**src/sv/ffbt_pkg.sv**
```systemverilog
// Shared types, sizes and codes of the first-fit free block table.
package ffbt_pkg;

    localparam int MAX_BLOCKS = 32;
    localparam int ADDR_W     = 32;
    localparam int ID_W       = 16;
    localparam int IDX_W      = $clog2(MAX_BLOCKS);
    localparam int CNT_W      = $clog2(MAX_BLOCKS + 1);

    localparam logic [1:0] ACT_ADD    = 2'd0;
    localparam logic [1:0] ACT_ALLOC  = 2'd1;
    localparam logic [1:0] ACT_MERGE  = 2'd2;
    localparam logic [1:0] ACT_DELETE = 2'd3;

    localparam logic [1:0] ST_OK         = 2'd0;
    localparam logic [1:0] ST_ALLOC_FAIL = 2'd1;
    localparam logic [1:0] ST_NOT_FOUND  = 2'd2;
    localparam logic [1:0] ST_FULL       = 2'd3;

    typedef logic [ADDR_W-1:0] addr_t;

    typedef struct packed {
        logic [ID_W-1:0] ident;
        addr_t           base;
        addr_t           length;
    } entry_t;

    localparam int ENTRY_W = $bits(entry_t);

endpackage

```
**src/sv/ffbt_req_if.sv**
```systemverilog
// Request channel of the free block table.
interface ffbt_req_if;
    logic        valid;
    logic        ready;
    logic [1:0]  action;
    logic [15:0] block_id;
    logic [31:0] start_address;
    logic [31:0] block_size;
    logic [31:0] request_size;

    modport source (output valid, action, block_id, start_address, block_size,
                    request_size, input ready);
    modport sink   (input valid, action, block_id, start_address, block_size,
                    request_size, output ready);
endinterface

```
**src/sv/ffbt_rsp_if.sv**
```systemverilog
// Result channel of the free block table.
interface ffbt_rsp_if;
    logic        valid;
    logic        ready;
    logic [1:0]  status;
    logic [15:0] granted_id;
    logic [31:0] granted_start;

    modport source (output valid, status, granted_id, granted_start, input ready);
    modport sink   (input valid, status, granted_id, granted_start, output ready);
endinterface

```
**src/sv/ffbt_ram.sv**
```systemverilog
// Simple dual-port RAM, one write and one registered read per cycle.
module ffbt_ram #(
    parameter int DEPTH = 32,
    parameter int WIDTH = 8
) (
    input  logic                     clk,
    input  logic                     we,
    input  logic [$clog2(DEPTH)-1:0] waddr,
    input  logic [WIDTH-1:0]         wdata,
    input  logic [$clog2(DEPTH)-1:0] raddr,
    output logic [WIDTH-1:0]         rdata
);

    logic [WIDTH-1:0] mem [DEPTH];

    always_ff @(posedge clk)
    begin
        if (we)
        begin
            mem[waddr] <= wdata;
        end
        rdata <= mem[raddr];
    end

endmodule

```
**src/sv/first_fit_free_block_table_top.sv**
```systemverilog
// Top level of the first-fit free block table.
// The table lives in one RAM and every request streams through it once: entries are read
// one per cycle from index 0 up to the fill count and written back compacted or shifted;
// an add to a full table skips the scan and goes straight to the result with the full
// status. The single read port sets the pace of the scan. A new request is taken while
// the previous result still waits in the output register.
module first_fit_free_block_table_top (
    input  logic clk,
    input  logic rst_n,
    ffbt_req_if.sink   req,
    ffbt_rsp_if.source rsp
);

    typedef enum logic [2:0] {
        S_IDLE = 3'b001,
        S_SCAN = 3'b010,
        S_DONE = 3'b100
    } state_t;

    state_t                      state_reg, state_next;
    logic [1:0]                  act_reg;
    logic [ffbt_pkg::ID_W-1:0]   id_reg;
    ffbt_pkg::addr_t             base_reg, len_reg, rq_reg;
    logic [ffbt_pkg::CNT_W-1:0]  count_reg, count_next;
    logic [ffbt_pkg::CNT_W-1:0]  rd_reg, rd_next;
    logic [ffbt_pkg::CNT_W-1:0]  k_reg, k_next;
    logic [ffbt_pkg::CNT_W-1:0]  w_reg, w_next;
    logic                        dv_reg, dv_next;
    ffbt_pkg::entry_t            hold_reg, hold_next;
    logic                        hold_v_reg, hold_v_next;
    logic                        found_reg, found_next;
    logic [ffbt_pkg::ID_W-1:0]   gid_reg, gid_next;
    ffbt_pkg::addr_t             gstart_reg, gstart_next;
    logic [1:0]                  status_reg, status_next;

    logic                        out_v_reg;
    logic [1:0]                  out_status_reg;
    logic [15:0]                 out_id_reg;
    logic [31:0]                 out_start_reg;

    logic                        we;
    ffbt_pkg::entry_t            wdata, rdata, new_e;
    logic [ffbt_pkg::IDX_W-1:0]  raddr;
    logic                        accept, load_out;
    logic [ffbt_pkg::ADDR_W:0]   end_sum, len_sum;

    ffbt_ram #(
        .DEPTH(ffbt_pkg::MAX_BLOCKS),
        .WIDTH(ffbt_pkg::ENTRY_W)
    ) u_ram (
        .clk  (clk),
        .we   (we),
        .waddr(w_reg[ffbt_pkg::IDX_W-1:0]),
        .wdata(wdata),
        .raddr(raddr),
        .rdata(rdata)
    );

    assign req.ready = (state_reg == S_IDLE);
    assign accept    = req.valid && req.ready;
    assign load_out  = (state_reg == S_DONE) && (!out_v_reg || rsp.ready);

    assign new_e.ident  = id_reg;
    assign new_e.base   = base_reg;
    assign new_e.length = len_reg;

    assign end_sum = {1'b0, hold_reg.base} + {1'b0, hold_reg.length};
    assign len_sum = {1'b0, hold_reg.length} + {1'b0, rdata.length};

    always_comb
    begin
        state_next  = state_reg;
        count_next  = count_reg;
        rd_next     = rd_reg;
        k_next      = k_reg;
        w_next      = w_reg;
        dv_next     = 1'b0;
        hold_next   = hold_reg;
        hold_v_next = hold_v_reg;
        found_next  = found_reg;
        gid_next    = gid_reg;
        gstart_next = gstart_reg;
        status_next = status_reg;
        we          = 1'b0;
        wdata       = rdata;
        raddr       = rd_reg[ffbt_pkg::IDX_W-1:0];

        case (state_reg)
            S_IDLE:
            begin
                if (accept)
                begin
                    rd_next     = '0;
                    w_next      = '0;
                    hold_v_next = 1'b0;
                    found_next  = 1'b0;
                    gid_next    = '0;
                    gstart_next = '0;
                    status_next = ffbt_pkg::ST_OK;
                    if (req.action == ffbt_pkg::ACT_ADD
                        && count_reg == ffbt_pkg::CNT_W'(ffbt_pkg::MAX_BLOCKS))
                    begin
                        status_next = ffbt_pkg::ST_FULL;
                        state_next  = S_DONE;
                    end
                    else
                    begin
                        state_next = S_SCAN;
                    end
                end
            end

            S_SCAN:
            begin
                if (rd_reg < count_reg)
                begin
                    dv_next = 1'b1;
                    k_next  = rd_reg;
                    rd_next = rd_reg + 1'b1;
                end

                if (dv_reg)
                begin
                    case (act_reg)
                        ffbt_pkg::ACT_ADD:
                        begin
                            we = 1'b1;
                            if (found_reg)
                            begin
                                wdata     = hold_reg;
                                hold_next = rdata;
                            end
                            else if ((k_reg == '0) ? (base_reg < rdata.base)
                                                   : !(rdata.base < base_reg))
                            begin
                                wdata      = new_e;
                                hold_next  = rdata;
                                found_next = 1'b1;
                            end
                        end
                        ffbt_pkg::ACT_ALLOC:
                        begin
                            if (!found_reg && rdata.length >= rq_reg)
                            begin
                                found_next   = 1'b1;
                                gid_next     = rdata.ident;
                                gstart_next  = rdata.base;
                                wdata.base   = rdata.base + rq_reg;
                                wdata.length = rdata.length - rq_reg;
                                we           = (rdata.length != rq_reg);
                            end
                            else
                            begin
                                we = 1'b1;
                            end
                        end
                        ffbt_pkg::ACT_MERGE:
                        begin
                            hold_v_next = 1'b1;
                            if (!hold_v_reg)
                            begin
                                hold_next = rdata;
                            end
                            else if (end_sum == {1'b0, rdata.base})
                            begin
                                hold_next.length = len_sum[ffbt_pkg::ADDR_W]
                                    ? '1 : len_sum[ffbt_pkg::ADDR_W-1:0];
                            end
                            else
                            begin
                                we        = 1'b1;
                                wdata     = hold_reg;
                                hold_next = rdata;
                            end
                        end
                        default:
                        begin
                            if (!found_reg && rdata.ident == id_reg)
                            begin
                                found_next = 1'b1;
                            end
                            else
                            begin
                                we = 1'b1;
                            end
                        end
                    endcase
                end
                else if (rd_reg == count_reg)
                begin
                    case (act_reg)
                        ffbt_pkg::ACT_ADD:
                        begin
                            we    = 1'b1;
                            wdata = found_reg ? hold_reg : new_e;
                        end
                        ffbt_pkg::ACT_ALLOC:
                        begin
                            status_next = found_reg ? ffbt_pkg::ST_OK
                                                    : ffbt_pkg::ST_ALLOC_FAIL;
                        end
                        ffbt_pkg::ACT_MERGE:
                        begin
                            we    = hold_v_reg;
                            wdata = hold_reg;
                        end
                        default:
                        begin
                            status_next = found_reg ? ffbt_pkg::ST_OK
                                                    : ffbt_pkg::ST_NOT_FOUND;
                        end
                    endcase
                    count_next = we ? w_reg + 1'b1 : w_reg;
                    state_next = S_DONE;
                end

                if (we)
                begin
                    w_next = w_reg + 1'b1;
                end
            end

            S_DONE:
            begin
                if (load_out)
                begin
                    state_next = S_IDLE;
                end
            end

            default:
            begin
                state_next = S_IDLE;
            end
        endcase
    end

    always_ff @(posedge clk or negedge rst_n)
    begin
        if (!rst_n)
        begin
            state_reg  <= S_IDLE;
            count_reg  <= '0;
            rd_reg     <= '0;
            k_reg      <= '0;
            w_reg      <= '0;
            dv_reg     <= 1'b0;
            hold_v_reg <= 1'b0;
            found_reg  <= 1'b0;
            out_v_reg  <= 1'b0;
        end
        else
        begin
            state_reg  <= state_next;
            count_reg  <= count_next;
            rd_reg     <= rd_next;
            k_reg      <= k_next;
            w_reg      <= w_next;
            dv_reg     <= dv_next;
            hold_v_reg <= hold_v_next;
            found_reg  <= found_next;
            if (load_out)
            begin
                out_v_reg <= 1'b1;
            end
            else if (rsp.ready)
            begin
                out_v_reg <= 1'b0;
            end
        end
    end

    always_ff @(posedge clk)
    begin
        hold_reg   <= hold_next;
        gid_reg    <= gid_next;
        gstart_reg <= gstart_next;
        status_reg <= status_next;
        if (accept)
        begin
            act_reg  <= req.action;
            id_reg   <= req.block_id;
            base_reg <= req.start_address[ffbt_pkg::ADDR_W-1:0];
            len_reg  <= req.block_size[ffbt_pkg::ADDR_W-1:0];
            rq_reg   <= req.request_size[ffbt_pkg::ADDR_W-1:0];
        end
        if (load_out)
        begin
            out_status_reg <= status_reg;
            out_id_reg     <= gid_reg;
            out_start_reg  <= 32'(gstart_reg);
        end
    end

    assign rsp.valid         = out_v_reg;
    assign rsp.status        = out_status_reg;
    assign rsp.granted_id    = out_id_reg;
    assign rsp.granted_start = out_start_reg;

    a_count_bound: assert property (@(posedge clk) disable iff (!rst_n)
        count_reg <= ffbt_pkg::CNT_W'(ffbt_pkg::MAX_BLOCKS))
        else $error("entry count above table depth");

    a_write_behind_read: assert property (@(posedge clk) disable iff (!rst_n)
        (state_reg == S_SCAN && dv_reg && we) |-> (w_reg <= k_reg))
        else $error("write overtakes unread entry");

    a_add_has_room: assert property (@(posedge clk) disable iff (!rst_n)
        (state_reg == S_SCAN && act_reg == ffbt_pkg::ACT_ADD)
        |-> (count_reg < ffbt_pkg::CNT_W'(ffbt_pkg::MAX_BLOCKS)))
        else $error("add scan on full table");

endmodule

```
**src/flat_wrapper.sv**
```systemverilog
// flat-port wrapper written by rule: the top's interface ports become plain ports
module first_fit_free_block_table_top_flat 
  (clk, rst_n, req_valid, req_action, req_block_id, req_start_address, req_block_size, req_request_size, req_ready, rsp_valid, rsp_status, rsp_granted_id, rsp_granted_start, rsp_ready);
  ffbt_req_if req_i ();
  ffbt_rsp_if rsp_i ();
  input  logic clk;
  input  logic rst_n;
  input wire logic [$bits(req_i.valid)-1:0] req_valid;
  input wire logic [$bits(req_i.action)-1:0] req_action;
  input wire logic [$bits(req_i.block_id)-1:0] req_block_id;
  input wire logic [$bits(req_i.start_address)-1:0] req_start_address;
  input wire logic [$bits(req_i.block_size)-1:0] req_block_size;
  input wire logic [$bits(req_i.request_size)-1:0] req_request_size;
  output wire logic [$bits(req_i.ready)-1:0] req_ready;
  output wire logic [$bits(rsp_i.valid)-1:0] rsp_valid;
  output wire logic [$bits(rsp_i.status)-1:0] rsp_status;
  output wire logic [$bits(rsp_i.granted_id)-1:0] rsp_granted_id;
  output wire logic [$bits(rsp_i.granted_start)-1:0] rsp_granted_start;
  input wire logic [$bits(rsp_i.ready)-1:0] rsp_ready;
  assign req_i.valid = req_valid;
  assign req_i.action = req_action;
  assign req_i.block_id = req_block_id;
  assign req_i.start_address = req_start_address;
  assign req_i.block_size = req_block_size;
  assign req_i.request_size = req_request_size;
  assign req_ready = req_i.ready;
  assign rsp_valid = rsp_i.valid;
  assign rsp_status = rsp_i.status;
  assign rsp_granted_id = rsp_i.granted_id;
  assign rsp_granted_start = rsp_i.granted_start;
  assign rsp_i.ready = rsp_ready;
  first_fit_free_block_table_top u_core (.clk(clk), .rst_n(rst_n), .req(req_i), .rsp(rsp_i));
endmodule
```
**config.mk**
```make
export PLATFORM = sky130hd
export DESIGN_NAME = first_fit_free_block_table_top_flat
export DESIGN_NICKNAME = d
export VERILOG_FILES = /design/src/sv/ffbt_pkg.sv /design/src/sv/ffbt_req_if.sv /design/src/sv/ffbt_rsp_if.sv /design/src/sv/ffbt_ram.sv /design/src/sv/first_fit_free_block_table_top.sv /design/src/flat_wrapper.sv
export SDC_FILE = /design/constraint.sdc
export NUM_CORES = 2
export LEC_CHECK = 0
export ABC_AREA = 1
export BUFFER_PORTS_ARGS = -buffer_cell sky130_fd_sc_hd__buf_4
export CORE_MARGIN = 8
export CORE_UTILIZATION = 44
export DETAILED_ROUTE_END_ITERATION = 6
export PLACE_DENSITY = 0.65
export SLEW_MARGIN = 20
export SYNTH_ARGS = -nofsm -noshare
export SYNTH_HDL_FRONTEND = slang
export SYNTH_HIERARCHICAL = 1
export SYNTH_SLANG_ARGS = --single-unit
```
**constraint.sdc**
```tcl
create_clock -name clk -period 38.7 [get_ports clk]
set_input_delay 5.805 -clock clk [delete_from_list [all_inputs] [get_ports clk]]
set_output_delay 5.805 -clock clk [all_outputs]
set_load 0.005 [all_outputs]
```
==> results.toml <==
[finish]
largest_register_ffs = 2560
final.fill_count = 26500
final_nets = 12900
layout-drive-gt1-share = 0.0747
syn_to_final_growth_pct = 11.6

[logic_synthesis]
synth.avg_cell_area_um2 = 10.5
ys.flop_type = "edfxtp_1"
synth_fp_nets = 12900
synth_seq_area_share = 0.669
synth_area_leader_cell = "edfxtp_1"
synth_top_area_frac = 0.651
netlist_area_um2 = 132000
syn_inst = 12600
synth_edf_count = 2854
synth_area_leaders = "edfxtp_1, nand2_1, nand3_1"
yosysWarnings = 6
ys_ff_latch = 2965
synthArstFlopShare = 0.0105
synthDistinctLibCells = 58

[grt]
grt_pass1_vias = 90100
antenna_found_initial = 16
overflow = 0
grt_util_all_layers = 0.265
grt_max_degree = 187
grt_first_pass_wirelength_um = 626000

[timing]
fin_skew_ns = 0.0631
fin_hold_ws_ns = 0.414
setup_ws_ns = 30.53
hold_violations = 0
tns_ns = 0
period_share = 0.211
fin_crit_ns = 8.17
final_max_slew_viol_count = 0
worstMarginPinSlew_ns = 1.23
clock.fmax_mhz = 122
setup_violations = 0
rsz0062_at_grt = "false"
relSlewSlack = 0.175

[drt]
routed_via_density = 5.79
via_count = 97300
drc = 4
first_pass_iters = 7
wl_per_cell_um = 25.9
wl_um = 435000
ant_nets = 0
drt_iter0_drc = 12700

[cts]
root_buffer = "clkbuf_16"
cts_tree = "done"
post-cts-setup-buffers = 0
clk_latency_ns = 0.88
cts_buffers = 307
clkSinkCount = 2965
post_cts_resized = 0
clk_pin_slew_ns = 0.08
cts_hold_buf = 0
htreeDepth = 5
clockBufferDepth = 4

[floorplan]
start_util = 0.440
core_um2 = 299000
die_y_um = 563
dieArea_um2 = 317000
die_x_um = 563
io-pin-count = 170
rows = 201

[power]
internal_power_w = 0.00682
p_comb_frac = 0.351
seqPwrFrac = 0.391
ir_worst_vdd_v = 0.0000896
power_density_nw_per_um2 = 76.5
power.leakage_nw = 55.6
switching_share = 0.393
switchingPower_w = 0.00442
pwr-share-clk = 0.259

[placement]
routabilityCongestion = 0.991
pre_cts_ws_ns = 30.13
io_buffers = 169
hpwl_um = 257000

[status]
failed_checks = "DRC"
status = "complete, but fails checks"

[setup_path]
crit_fanout = 36
crit_type = "reg -> reg"
critPathLaunchType = "register"
crit_arrival_ns = 8.62
required_ns = 39.15
cp-end-kind = "register"

[hold_path]
hold_path.class = "reg -> reg"

[flow_run]
maxCapViolations = 0
-- worst paths after layout --
check / start / endpoint / slack [ns] / cells past startpoint
setup / recovery: u_core/hold_reg[32]$_DFFE_PP_ / u_core/u_ram/mem[25][53]$_DFFE_PP_ / 30.53 / 26
hold / removal: u_core/gstart_reg[21]$_SDFFCE_PN0P_ / u_core/rsp.granted_start[21]$_DFFE_PP_ / 0.41 / 0
setup reg to reg: u_core/hold_reg[32]$_DFFE_PP_ / u_core/u_ram/mem[25][53]$_DFFE_PP_ / 30.53 / 26
hold reg to reg: u_core/gstart_reg[21]$_SDFFCE_PN0P_ / u_core/rsp.granted_start[21]$_DFFE_PP_ / 0.41 / 0
max in group asynchronous: rst_n / u_core/rd_reg[0]$_DFFE_PN0P_ / 33.50 / 1
min in group asynchronous: rst_n / u_core/rd_reg[4]$_DFFE_PN0P_ / 4.87 / 1
-- area by class of cell --
type,instances,area [um2],share of cell area
clock inverter,168,1590,0.0108
clock buffer,379,8170,0.0556
sequential,2965,88100,0.600
antenna,10,25.0,0.000170
tap,3958,4950,0.0337
inverter,597,2280,0.0155
timing repair buffer,398,3250,0.0221
multi-input combinational,8337,38500,0.262
-- cells in the mapped netlist (all sizes together), types with 7 or more instances --
cell	instances
buf	455
ha	167
nand3	2430
nand3b	8
or2	18
a21oi	364
a31oi	32
nor4	20
xnor2	41
a21o	12
clkbuf	231
o221ai	9
o21bai	13
xor2	45
a21boi	7
o22ai	55
inv	593
nor3	54
o21a	11
o21ai	281
nand2	4198
and3	7
nand4	30
a211oi	9
dfrtp	30
o211ai	15
edfxtp	2854
dfxtp	80
nor2	470
a22oi	17
-- kinds of logic after synthesis --
group | after synthesis | synth area share
AOI/OAI and AO/OA | 838 | 0.0349
xor gates and xnor gates | 87 | 0.00589
adders and majority gates | 171 | 0.0165
buffers and inverters | 1283 | 0.0408
DFF | 2965 | 0.669
and+or+nand+nor | 7241 | 0.233
-- per-layer routing --
metal / vias to the layer above / GRT usage / routed length [um]
li1: 43700 / - / -
met1: 47100 / 0.378 / 176000
met2: 5681 / 0.404 / 191000
met3: 823 / 0.0533 / 50500
met4: 6 / 0.0944 / 16800
met5: - / 0 / 38
-- power by group through the flow --
| stage | Clock, W | Combinational (W) | Sequential [W] |
|---|---|---|---|
| 2_1_floorplan | 0 | 0.00246 | 0.00432 |
| 3_3_place_gp | 0 | 0.00382 | 0.00444 |
| 3_5_place_dp | 0 | 0.00384 | 0.00444 |
| 4_1_cts | 0.00294 | 0.00386 | 0.00438 |
| 5_1_grt | 0.00306 | 0.00426 | 0.00439 |
| 6_report | 0.00291 | 0.00394 | 0.00439 |
-- worst max-delay path: stages, from the launching register on --
cell,delay [ns]
edfxtp_1,0.40
ha_1,0.26
inv_1,0.08
fa_1,0.38
inv_1,0.07
nand2_1,0.08
nand2_1,0.21
nand3_1,0.13
nand2_1,0.14
nand2_1,0.11
nand2_1,0.20
nand2_1,0.16
nand3_1,0.10
nand3_1,0.21
nand2_1,0.12
nor2_1,0.07
nand2_1,0.07
nor2_1,0.04
nand3_2,0.31
nand2_4,0.25
nand2_4,0.46
nand2_2,0.15
nand2_1,0.28
nand3_1,0.69
nor2_4,1.16
buf_4,0.67
buf_4,0.77
-- placed cells by master, fill, tap and decap left out, types with 54 or more instances in the layout --
| cell | n |
|---|---|
| nand2_1 | 4173 |
| edfxtp_1 | 2854 |
| nand3_1 | 2427 |
| inv_1 | 566 |
| nor2_1 | 428 |
| buf_4 | 377 |
| a21oi_1 | 363 |
| clkbuf_16 | 315 |
| o21ai_0 | 234 |
| ha_1 | 167 |
| dfxtp_1 | 80 |
| clkbuf_1 | 59 |
| clkinv_2 | 57 |
| o22ai_1 | 55 |
| clkinv_1 | 54 |
-- stage by stage --
step	instances	total power (W)	cell area, um2	util
floorplan	12600	0.00678	132000	-
global placement	16300	0.00826	137000	0.459
detailed placement	16300	0.00828	137000	0.459
CTS	16800	0.0112	147000	0.491
global route	16800	0.0117	147000	0.492
finish	16800	0.0112	147000	0.492
Note: power is estimated with default switching activity, not from simulation.
